**config.mk**
```make
export PLATFORM = sky130hd
export DESIGN_NAME = hcbp_packer
export DESIGN_NICKNAME = d
export VERILOG_FILES = /design/src/rtl/core/hcbp_pkg.sv /design/src/rtl/core/hcbp_packer.sv
export SDC_FILE = /design/constraint.sdc
export NUM_CORES = 1
export LEC_CHECK = 0
export ABC_AREA = 1
export BUFFER_PORTS_ARGS = -buffer_cell sky130_fd_sc_hd__buf_2
export CAP_MARGIN = 20
export CORE_MARGIN = 1.5
export CORE_UTILIZATION = 60
export CTS_CLUSTER_SIZE = 20
export DETAILED_ROUTE_END_ITERATION = 8
export PLACE_DENSITY = 0.88
export SETUP_SLACK_MARGIN = 0.2
export SLEW_MARGIN = 20
export SYNTH_ARGS = -nofsm -noshare
export SYNTH_HDL_FRONTEND = slang
export SYNTH_SLANG_ARGS = --single-unit
```
**constraint.sdc**
```tcl
create_clock -name clk_i -period 13.15 [get_ports clk_i]
set_clock_uncertainty 0.1 [all_clocks]
set_input_delay 2.63 -clock clk_i [delete_from_list [all_inputs] [get_ports clk_i]]
set_output_delay 2.63 -clock clk_i [all_outputs]
set_load 0.05 [all_outputs]
```
**src/rtl/core/hcbp_pkg.sv**
```systemverilog
// ----------------------------------------------------------------------------
// hcbp_pkg: shared types and constants of the Huffman code bit packer
// Command codes, table entry layout and the structs passed between the
// packer control, the code table and the top level.
// ----------------------------------------------------------------------------
package hcbp_pkg;

  localparam int unsigned BYTE_BITS   = 8;
  localparam int unsigned WORD_BITS   = 32;
  localparam int unsigned LEN_BITS    = 6;
  localparam int unsigned COUNT_BITS  = 4;
  localparam int unsigned SYM_BITS    = 8;
  localparam int unsigned STREAM_BITS = BYTE_BITS + WORD_BITS;
  localparam int unsigned TOTAL_BITS  = 6;

  localparam logic [1:0] CMD_LOAD   = 2'd0;
  localparam logic [1:0] CMD_ENCODE = 2'd1;
  localparam logic [1:0] CMD_FLUSH  = 2'd2;

  typedef struct packed {
    logic [WORD_BITS-1:0] code;
    logic [LEN_BITS-1:0]  len;
  } entry_t;

  typedef struct packed {
    logic                 valid;
    logic [1:0]           cmd;
    logic [SYM_BITS-1:0]  symbol;
    logic [WORD_BITS-1:0] code_word;
    logic [LEN_BITS-1:0]  code_length;
  } req_t;

  typedef struct packed {
    logic                wr_en;
    logic                rd_en;
    logic [SYM_BITS-1:0] addr;
    entry_t              wdata;
  } tbl_req_t;

  typedef struct packed {
    logic                  valid;
    logic [BYTE_BITS-1:0]  data;
    logic [COUNT_BITS-1:0] count;
    logic                  last;
  } emit_t;

endpackage

```
**src/rtl/core/hcbp_packer.sv**
```systemverilog
// ----------------------------------------------------------------------------
// hcbp_packer: command control and bit accumulator
// Decodes requests, drives the code table and packs code bits MSB first
// into bytes, one byte per cycle towards the output register while it is free.
// ----------------------------------------------------------------------------
module hcbp_packer #(
  parameter int unsigned SYMBOL_COUNT    = 256,
  parameter int unsigned MAX_CODE_LENGTH = 32
) (
  input  logic               clk_i,
  input  logic               rst_ni,
  input  hcbp_pkg::req_t     req_i,
  output logic               ready_o,
  output hcbp_pkg::tbl_req_t tbl_o,
  input  hcbp_pkg::entry_t   tbl_data_i,
  input  logic               out_free_i,
  output hcbp_pkg::emit_t    emit_o
);
  import hcbp_pkg::*;

  localparam logic [1:0] ST_IDLE   = 2'd0;
  localparam logic [1:0] ST_LOOKUP = 2'd1;
  localparam logic [1:0] ST_EMIT   = 2'd2;
  localparam logic [1:0] ST_FLUSH  = 2'd3;

  logic [1:0]             state_q, state_d;
  // Pending bits are kept left-aligned; bits past the count are zero.
  logic [BYTE_BITS-1:0]   pend_q, pend_d;
  logic [COUNT_BITS-1:0]  count_q, count_d;
  logic [STREAM_BITS-1:0] stream_q, stream_d;
  logic [TOTAL_BITS-1:0]  total_q, total_d;

  logic                   accept;
  logic                   sym_ok;
  logic                   len_ok;
  logic [LEN_BITS-1:0]    len_eff;
  logic [STREAM_BITS-1:0] code_top;

  assign ready_o = (state_q == ST_IDLE);
  assign accept  = req_i.valid && ready_o;
  assign sym_ok  = ({1'b0, req_i.symbol} < 9'(SYMBOL_COUNT));
  assign len_ok  = ({1'b0, req_i.code_length} <= 7'(MAX_CODE_LENGTH)) &&
                   ({1'b0, req_i.code_length} <= 7'(WORD_BITS));

  always_comb begin
    tbl_o.wr_en      = accept && (req_i.cmd == CMD_LOAD) && sym_ok && len_ok;
    tbl_o.rd_en      = accept && (req_i.cmd == CMD_ENCODE) && sym_ok;
    tbl_o.addr       = req_i.symbol;
    tbl_o.wdata.code = req_i.code_word;
    tbl_o.wdata.len  = req_i.code_length;
  end

  // Code bits moved to the top of the stream, then placed behind the pending bits.
  assign len_eff  = (tbl_data_i.len > LEN_BITS'(WORD_BITS)) ? LEN_BITS'(WORD_BITS)
                                                             : tbl_data_i.len;
  assign code_top = {tbl_data_i.code, {BYTE_BITS{1'b0}}} << (LEN_BITS'(WORD_BITS) - len_eff);

  always_comb begin
    state_d  = state_q;
    pend_d   = pend_q;
    count_d  = count_q;
    stream_d = stream_q;
    total_d  = total_q;
    emit_o   = '0;
    case (state_q)
      ST_IDLE: begin
        if (accept) begin
          case (req_i.cmd)
            CMD_ENCODE: begin
              if (sym_ok) begin
                state_d = ST_LOOKUP;
              end
            end
            CMD_FLUSH: state_d = ST_FLUSH;
            default: state_d = ST_IDLE;
          endcase
        end
      end
      ST_LOOKUP: begin
        stream_d = {pend_q, {WORD_BITS{1'b0}}} | (code_top >> count_q);
        total_d  = TOTAL_BITS'({2'b00, count_q} + len_eff);
        state_d  = ST_EMIT;
      end
      ST_EMIT: begin
        // A full byte leaves only once at least one further bit follows it.
        if (total_q > TOTAL_BITS'(BYTE_BITS)) begin
          if (out_free_i) begin
            emit_o.valid = 1'b1;
            emit_o.data  = stream_q[STREAM_BITS-1 -: BYTE_BITS];
            emit_o.count = COUNT_BITS'(BYTE_BITS);
            emit_o.last  = (total_q <= TOTAL_BITS'(2 * BYTE_BITS));
            stream_d     = stream_q << BYTE_BITS;
            total_d      = total_q - TOTAL_BITS'(BYTE_BITS);
          end
        end else begin
          pend_d  = stream_q[STREAM_BITS-1 -: BYTE_BITS];
          count_d = total_q[COUNT_BITS-1:0];
          state_d = ST_IDLE;
        end
      end
      ST_FLUSH: begin
        if (out_free_i) begin
          emit_o.valid = 1'b1;
          emit_o.data  = pend_q;
          emit_o.count = count_q;
          emit_o.last  = 1'b1;
          pend_d       = '0;
          count_d      = '0;
          state_d      = ST_IDLE;
        end
      end
      default: state_d = ST_IDLE;
    endcase
  end

  always_ff @(posedge clk_i or negedge rst_ni) begin
    if (!rst_ni) begin
      state_q <= ST_IDLE;
      pend_q  <= '0;
      count_q <= '0;
    end else begin
      state_q <= state_d;
      pend_q  <= pend_d;
      count_q <= count_d;
    end
  end

  always_ff @(posedge clk_i) begin
    stream_q <= stream_d;
    total_q  <= total_d;
  end

endmodule

```
==> results.py, run 1 <==
metrics = {
    "status": {
        "status": "completed",
    },
    "floorplanning": {
        "fp.dieW_um": 107,
        "initial_core_util_pct": 62.5,
        "core-area_um2": 10500,
        "io_pins": 153,
        "fp.dieH_um": 107,
        "die_area_um2": 11500,
        "rows": 37,
    },
    "critical_path": {
        "crit_chain": "buf_2, nor2_4, nand3_2, nand2_4, nand2_4, ha_1, inv_1, nand3_1, nand3_1, a21oi_2, nand2_1, nand3_1, nand3_1, nand3_1, nand3_1, nand3_1",
        "slowest_stage": "ha_1",
        "crit_fanout": 35,
        "critPathMaxStageDelay_ns": 1.01,
        "crit_path_start_kind": "input port",
        "startpoint": "tbl_data_i[0]",
        "worstPathRequired_ns": 13.26,
        "critPathBufInv": 2,
        "endpoint_kind": "register",
        "cpLargestDelayFamily": "simple AND/OR/NAND/NOR gates",
        "path_common_cell": "nand3_1",
        "worstPathArrival_ns": 7.04,
        "critical_path_class": "input port to register",
        "r2r_start": "state_q[1]",
    },
    "synthesis": {
        "synth_top_area_share_pct": 31.7,
        "post-synth-top-count-cell": "nand3_1",
        "ys.flop_type": "edfxtp_1",
        "synth_warnings": 0,
        "synth_seq_cells": 60,
        "synth_edf_count": 46,
        "synthArstFlopShare_pct": 23.3,
        "syn_nets": 1112,
        "synthCells": 1012,
        "syn-cell-area_um2": 6540,
        "yosysUniqueCellTypes": 43,
        "yosysSeqAreaShare_pct": 26.5,
        "synth_top_area_cell": "nand3_1",
        "yosys-top-cells-area": "nand3_1 (32%), edfxtp_1 (21%), nand2_1 (12%), buf_4 (5.9%), dfrtp_1 (5.4%)",
        "synth_commonest_cells": "nand3_1 (414), nand2_1 (205), buf_4 (51)",
        "syn_avg_cell_area_um2": 6.46,
    },
    "placement": {
        "placed_area_um2": 6410,
        "globalplace.congestion": 1.09,
        "dp_hpwl_mm": 13.5,
        "portBuffers": 72,
    },
    "clock_tree": {
        "cts_inserted_buffers": 9,
        "insertion_delay_ns": 0.35,
        "cts_sinks": 60,
        "tritoncts": "done",
        "cts-root-buf": "clkbuf_8",
        "clk_path_buf_depth": 2,
        "postCtsSetupBuffers": 0,
        "postCtsResizedCells": 0,
        "clk_pin_slew_ns": 0.08,
        "htreeDepth": 3,
        "ctsHoldBuffers": 0,
    },
    "global_route": {
        "grt_start_max_net_pins": 44,
        "grt_pass1_vias": 6446,
        "track_usage_pct": 33.4,
        "antenna_found_initial": 0,
        "grt_overflow": 0,
        "grt_pass1_wl_mm": 30.5,
    },
    "detailed_routing": {
        "routed_wl_mm": 18.5,
        "drtAntennaViolNets": 0,
        "via_per_inst": 6.28,
        "vias": 7085,
        "firstDrtPassIters": 8,
        "drc": 0,
        "routedWlPerCell_um": 16.4,
        "drt-initial-drc-count": 1059,
    },
    "finish": {
        "drive_gt1_share_pct": 12.6,
        "area_growth_pct": 1.15,
        "fin_nets": 1087,
        "antenna_cells": 0,
        "final_core_util_pct": 63.2,
        "finish.instance_area_um2": 6610,
    },
    "sta": {
        "drv_slew": 0,
        "fin_setup_tns_ns": 0,
        "rsz0062_at_grt": "no",
        "fin_hold_ws_ns": 0.423,
        "min_period_ns": 6.93,
        "clock.fmax_mhz": 144,
        "finalCritPeriodShare_pct": 52.7,
        "worst_slew_pin_slew_ns": 1.00,
        "final-setup-viol-count": 0,
        "finalHoldViolations": 0,
        "maxSlewHeadroom_pct": 32.7,
    },
    "min_path": {
        "hold_path.class": "register to register",
        "min-delay-start": "stream_q[31]",
    },
    "job": {
        "maxCapViolations": 0,
    },
    "power": {
        "peakVddDrop_v": 0.000175,
        "cellLeakagePower_nw": 3.01,
        "p_total_mw": 1.49,
        "p_per_area_nw_per_um2": 225,
    },
}
==> flip-flops by register name, indices dropped and copies added (netlist names) <==
signal	cells
total_q	6
pend_q	8
count_q	4
stream_q	40
state_q	2
==> worst paths after layout <==
check	slack, ns	end	cells past startpoint
worst max-delay path	6.22	stream_q[21]	16
worst min-delay path	0.42	stream_q[39]	2
worst max register to register	9.62	stream_q[27]	8
worst min register to register	0.42	stream_q[39]	2
max in group asynchronous	10.61	count_q[2]	1
min in group asynchronous	2.06	pend_q[7]	1
==> power breakdown <==
part	internal [mW]	switching, mW
registers	0.361	0.0587
logic	0.263	0.632
clock network	0.0884	0.0837
total	0.713	0.775
==> layer usage <==
metal	track usage, %	routed length, um	vias to the layer above
met5	0	0	-
met4	18.0	909	0
met3	6.17	1700	94
met2	52.8	8340	374
met1	43.4	7590	3179
li1	-	-	3438
==> through the flow <==
step                worst slack [ns]  std cells
floorplan                       6.07       1012
global placement                6.03       1112
detailed placement              5.95       1112
CTS                             6.33       1128
global route                    5.68       1128
finish                          6.22       1128
==> logic make-up (layout without fill, tap and decap cells) <==
logic type / Yosys count / in the layout / share of synthesized area (%)
AOI/OAI and AO/OA: 70 / 70 / 6.14
xor gates and xnor gates: 1 / 1 / 0.134
and+or+nand+nor: 709 / 709 / 51.2
adders and majority gates: 10 / 10 / 2.03
DFF: 60 / 60 / 26.5
buffers and inverters: 162 / 142 / 14.0
==> final cells by class <==
| cell class | instances | area (um^2) |
|---|---|---|
| well taps | 136 | 170 |
| multi-input cells | 790 | 3920 |
| repair buffers | 79 | 413 |
| fillers | 1028 | 3850 |
| clock buffers | 9 | 124 |
| inverters | 47 | 179 |
| flip-flops and latches | 60 | 1730 |
| clock inverters | 7 | 73.8 |
==> worst min-delay path: stages, from the launching register on <==
cell and delay, ns:
edfxtp_1 0.33, nand2_1 0.05, nand2_1 0.05
==> placed cells by master (no fill, tap or decap), types with 4 or more instances in the layout <==
| master | netlist | routed |
|---|---|---|
| a21oi_1 | 10 | 10 |
| buf_2 | 17 | 72 |
| buf_4 | 51 | 7 |
| clkbuf_8 | 0 | 9 |
| clkinv_1 | 4 | 5 |
| dfrtp_1 | 14 | 13 |
| edfxtp_1 | 46 | 46 |
| ha_1 | 9 | 9 |
| inv_1 | 39 | 39 |
| nand2_1 | 205 | 205 |
| nand2_4 | 4 | 4 |
| nand3_1 | 414 | 414 |
| nand3_2 | 8 | 8 |
| nand4_1 | 17 | 17 |
| nor2_1 | 45 | 43 |
| nor3_1 | 5 | 4 |
| o21ai_0 | 35 | 34 |
| o21ai_1 | 11 | 11 |
Note: power is estimated with default switching activity, not from simulation.
==> run 2: changes to the inputs <==
--- a/config.mk
+++ b/config.mk
@@ -9,10 +9,10 @@
 export BUFFER_PORTS_ARGS = -buffer_cell sky130_fd_sc_hd__buf_2
 export CAP_MARGIN = 20
 export CORE_MARGIN = 1.5
-export CORE_UTILIZATION = 60
+export CORE_UTILIZATION = 56
 export CTS_CLUSTER_SIZE = 20
 export DETAILED_ROUTE_END_ITERATION = 8
-export PLACE_DENSITY = 0.88
+export PLACE_DENSITY = 0.83
 export SETUP_SLACK_MARGIN = 0.2
 export SLEW_MARGIN = 20
 export SYNTH_ARGS = -nofsm -noshare
==> constraint.sdc (replaced) <==
create_clock -name clk_i -period 7 [get_ports clk_i]
set_clock_uncertainty 0.1 [all_clocks]
set_input_delay 1.4 -clock clk_i [delete_from_list [all_inputs] [get_ports clk_i]]
set_output_delay 1.4 -clock clk_i [all_outputs]
set_load 0.05 [all_outputs]
==> run 2 against run 1 <==
First-iteration DRC count down 18%. Die area up 6.9%. Critical path type unchanged. Critical endpoint is now stream_q[12]. Hold slack worse by 0.016 ns. Global-route usage down 3.0 points. Wire length up 2.0%. Core utilization down 4.2 points. Via count down 0.64%. Non-clock buffer count up 2. Critical path depth up 4. Highest routed layer unchanged. Largest cell class unchanged. Register-to-register slack worse by 6.1 ns. Worst setup slack worse by 4.6 ns.
==> results.py, run 2 (synthesized netlist as in run 1, its figures left out) <==
metrics = {
    "detailed_routing": {
        "routedWlPerCell_um": 16.6,
        "drtAntennaViolNets": 0,
        "vias": 7040,
        "routed_wl_mm": 18.9,
        "drc": 0,
        "via_per_inst": 6.19,
        "firstDrtPassIters": 5,
        "drt-initial-drc-count": 867,
    },
    "placement": {
        "placed_area_um2": 6430,
        "globalplace.congestion": 1.03,
        "portBuffers": 72,
        "dp.cells": 1121,
        "dp_hpwl_mm": 13.8,
        "dp_slack_ns": 1.37,
    },
    "finish": {
        "final_cell_mix": "nand3_1 (414), nand2_1 (205), buf_2 (72)",
        "largest_reg_flops": 40,
        "fin_nets": 1089,
        "drive_gt1_share_pct": 12.9,
        "antenna_cells": 0,
        "layout_commonest_cell": "nand3_1",
        "final_core_util_pct": 59.0,
        "final_cells": 1137,
        "finish.instance_area_um2": 6730,
        "reg_top3": "stream_q (40), pend_q (8), total_q (6)",
        "area_growth_pct": 3.00,
        "top_register": "stream_q",
    },
    "power": {
        "switching_share_pct": 50.5,
        "p_clk_share_pct": 14.8,
        "seqPwrFrac_pct": 27.2,
        "power_frac_comb_pct": 58.0,
        "cellLeakagePower_nw": 3.06,
        "p_total_mw": 2.91,
        "p_per_area_nw_per_um2": 432,
        "peakVddDrop_v": 0.000457,
        "p_switching_mw": 1.47,
        "intPower_mw": 1.44,
    },
    "sta": {
        "fin_hold_ws_ns": 0.408,
        "finalCritPeriodShare_pct": 76.7,
        "fin_setup_tns_ns": 0,
        "final-setup-viol-count": 0,
        "worst_slew_pin_slew_ns": 0.990,
        "maxSlewHeadroom_pct": 33.6,
        "finalHoldViolations": 0,
        "fin_ws_ns": 1.63,
        "min_period_ns": 5.37,
        "clock.fmax_mhz": 186,
        "drv_slew": 0,
        "rsz0062_at_grt": "no",
    },
    "floorplanning": {
        "fp.dieH_um": 111,
        "rows": 39,
        "core-area_um2": 11400,
        "initial_core_util_pct": 57.3,
        "die_area_um2": 12300,
        "fp.dieW_um": 111,
        "io_pins": 153,
    },
    "global_route": {
        "grt_pass1_vias": 6269,
        "antenna_found_initial": 0,
        "track_usage_pct": 30.5,
        "grt_overflow": 0,
        "grt_pass1_wl_mm": 30.4,
        "grt_start_max_net_pins": 44,
    },
    "clock_tree": {
        "cts_sinks": 60,
        "clk_path_buf_depth": 2,
        "postCtsResizedCells": 0,
        "cts-root-buf": "clkbuf_16",
        "cts_inserted_buffers": 9,
        "tritoncts": "done",
        "htreeDepth": 3,
        "clk_pin_slew_ns": 0.06,
        "ctsHoldBuffers": 0,
        "postCtsSetupBuffers": 0,
        "insertion_delay_ns": 0.34,
    },
    "critical_path": {
        "crit_path_start_kind": "input port",
        "endpoint_kind": "register",
        "worstPathArrival_ns": 5.35,
        "crit_fanout": 35,
        "worstPathRequired_ns": 6.98,
        "reg2reg_slack_ns": 3.48,
        "critical_path_class": "input port to register",
    },
    "job": {
        "maxCapViolations": 0,
    },
    "status": {
        "status": "completed",
    },
    "min_path": {
        "hold_path.class": "register to register",
    },
}
-- run 2: cell count changes in the layout (fill, tap and decap cells not counted) --
cell	change
bufinv_16	-1
clkbuf_8	-9
clkbuf_16	+10
buf_4	+2
clkinv_1	-1
clkinv_2	+1
-- run 2: layout make-up --
| cell class | count | area [um^2] |
|---|---|---|
| inverters | 47 | 179 |
| clock inverters | 6 | 45.0 |
| well taps | 143 | 179 |
| fillers | 1135 | 4680 |
| multi-input cells | 790 | 3920 |
| flip-flops and latches | 60 | 1730 |
| clock buffers | 10 | 250 |
| repair buffers | 81 | 428 |
-- run 2: power by group through the flow --
| stage | combinational, mW | sequential, mW | clock, mW |
|---|---|---|---|
| after global routing | 1.88 | 0.809 | 0.447 |
| after global placement | 1.62 | 0.787 | 0 |
| after floorplan | 1.37 | 0.756 | 0 |
| after CTS | 1.66 | 0.786 | 0.433 |
| final | 1.69 | 0.790 | 0.431 |
| after detailed placement | 1.64 | 0.791 | 0 |
-- run 2: worst max-delay path, stage by stage --
cell,delay (ns)
buf_2,0.47
nor2_4,0.07
nand3_2,0.09
nand2_4,0.21
nand2_4,0.36
ha_1,0.30
buf_4,0.23
inv_1,0.74
nand3_1,0.22
nand3_1,0.18
nand3_1,0.14
and2_1,0.21
nand2_1,0.11
nand2_1,0.10
nand2_1,0.08
nand2_1,0.06
nand2_1,0.08
nand2_1,0.08
nand3_1,0.11
nand3_1,0.09
-- run 2: final timing paths --
kind | start | end | cells past startpoint
min in group asynchronous | rst_ni | pend_q[5] | 1
setup reg to reg | state_q[1] | stream_q[9] | 8
hold reg to reg | stream_q[34] | pend_q[2] | 2
setup / recovery | tbl_data_i[0] | stream_q[12] | 20
max in group asynchronous | rst_ni | count_q[2] | 1
hold / removal | stream_q[34] | pend_q[2] | 2
-- run 2: metal layers --
layer  global-route usage [%]  vias to the layer above  share of wire, %
met1                     40.4                     3227                43
met3                     4.76                       49               7.3
met2                     50.7                      307                47
met4                     10.9                        0               2.7
li1                         -                     3457                 -
met5                        0                        -                 0
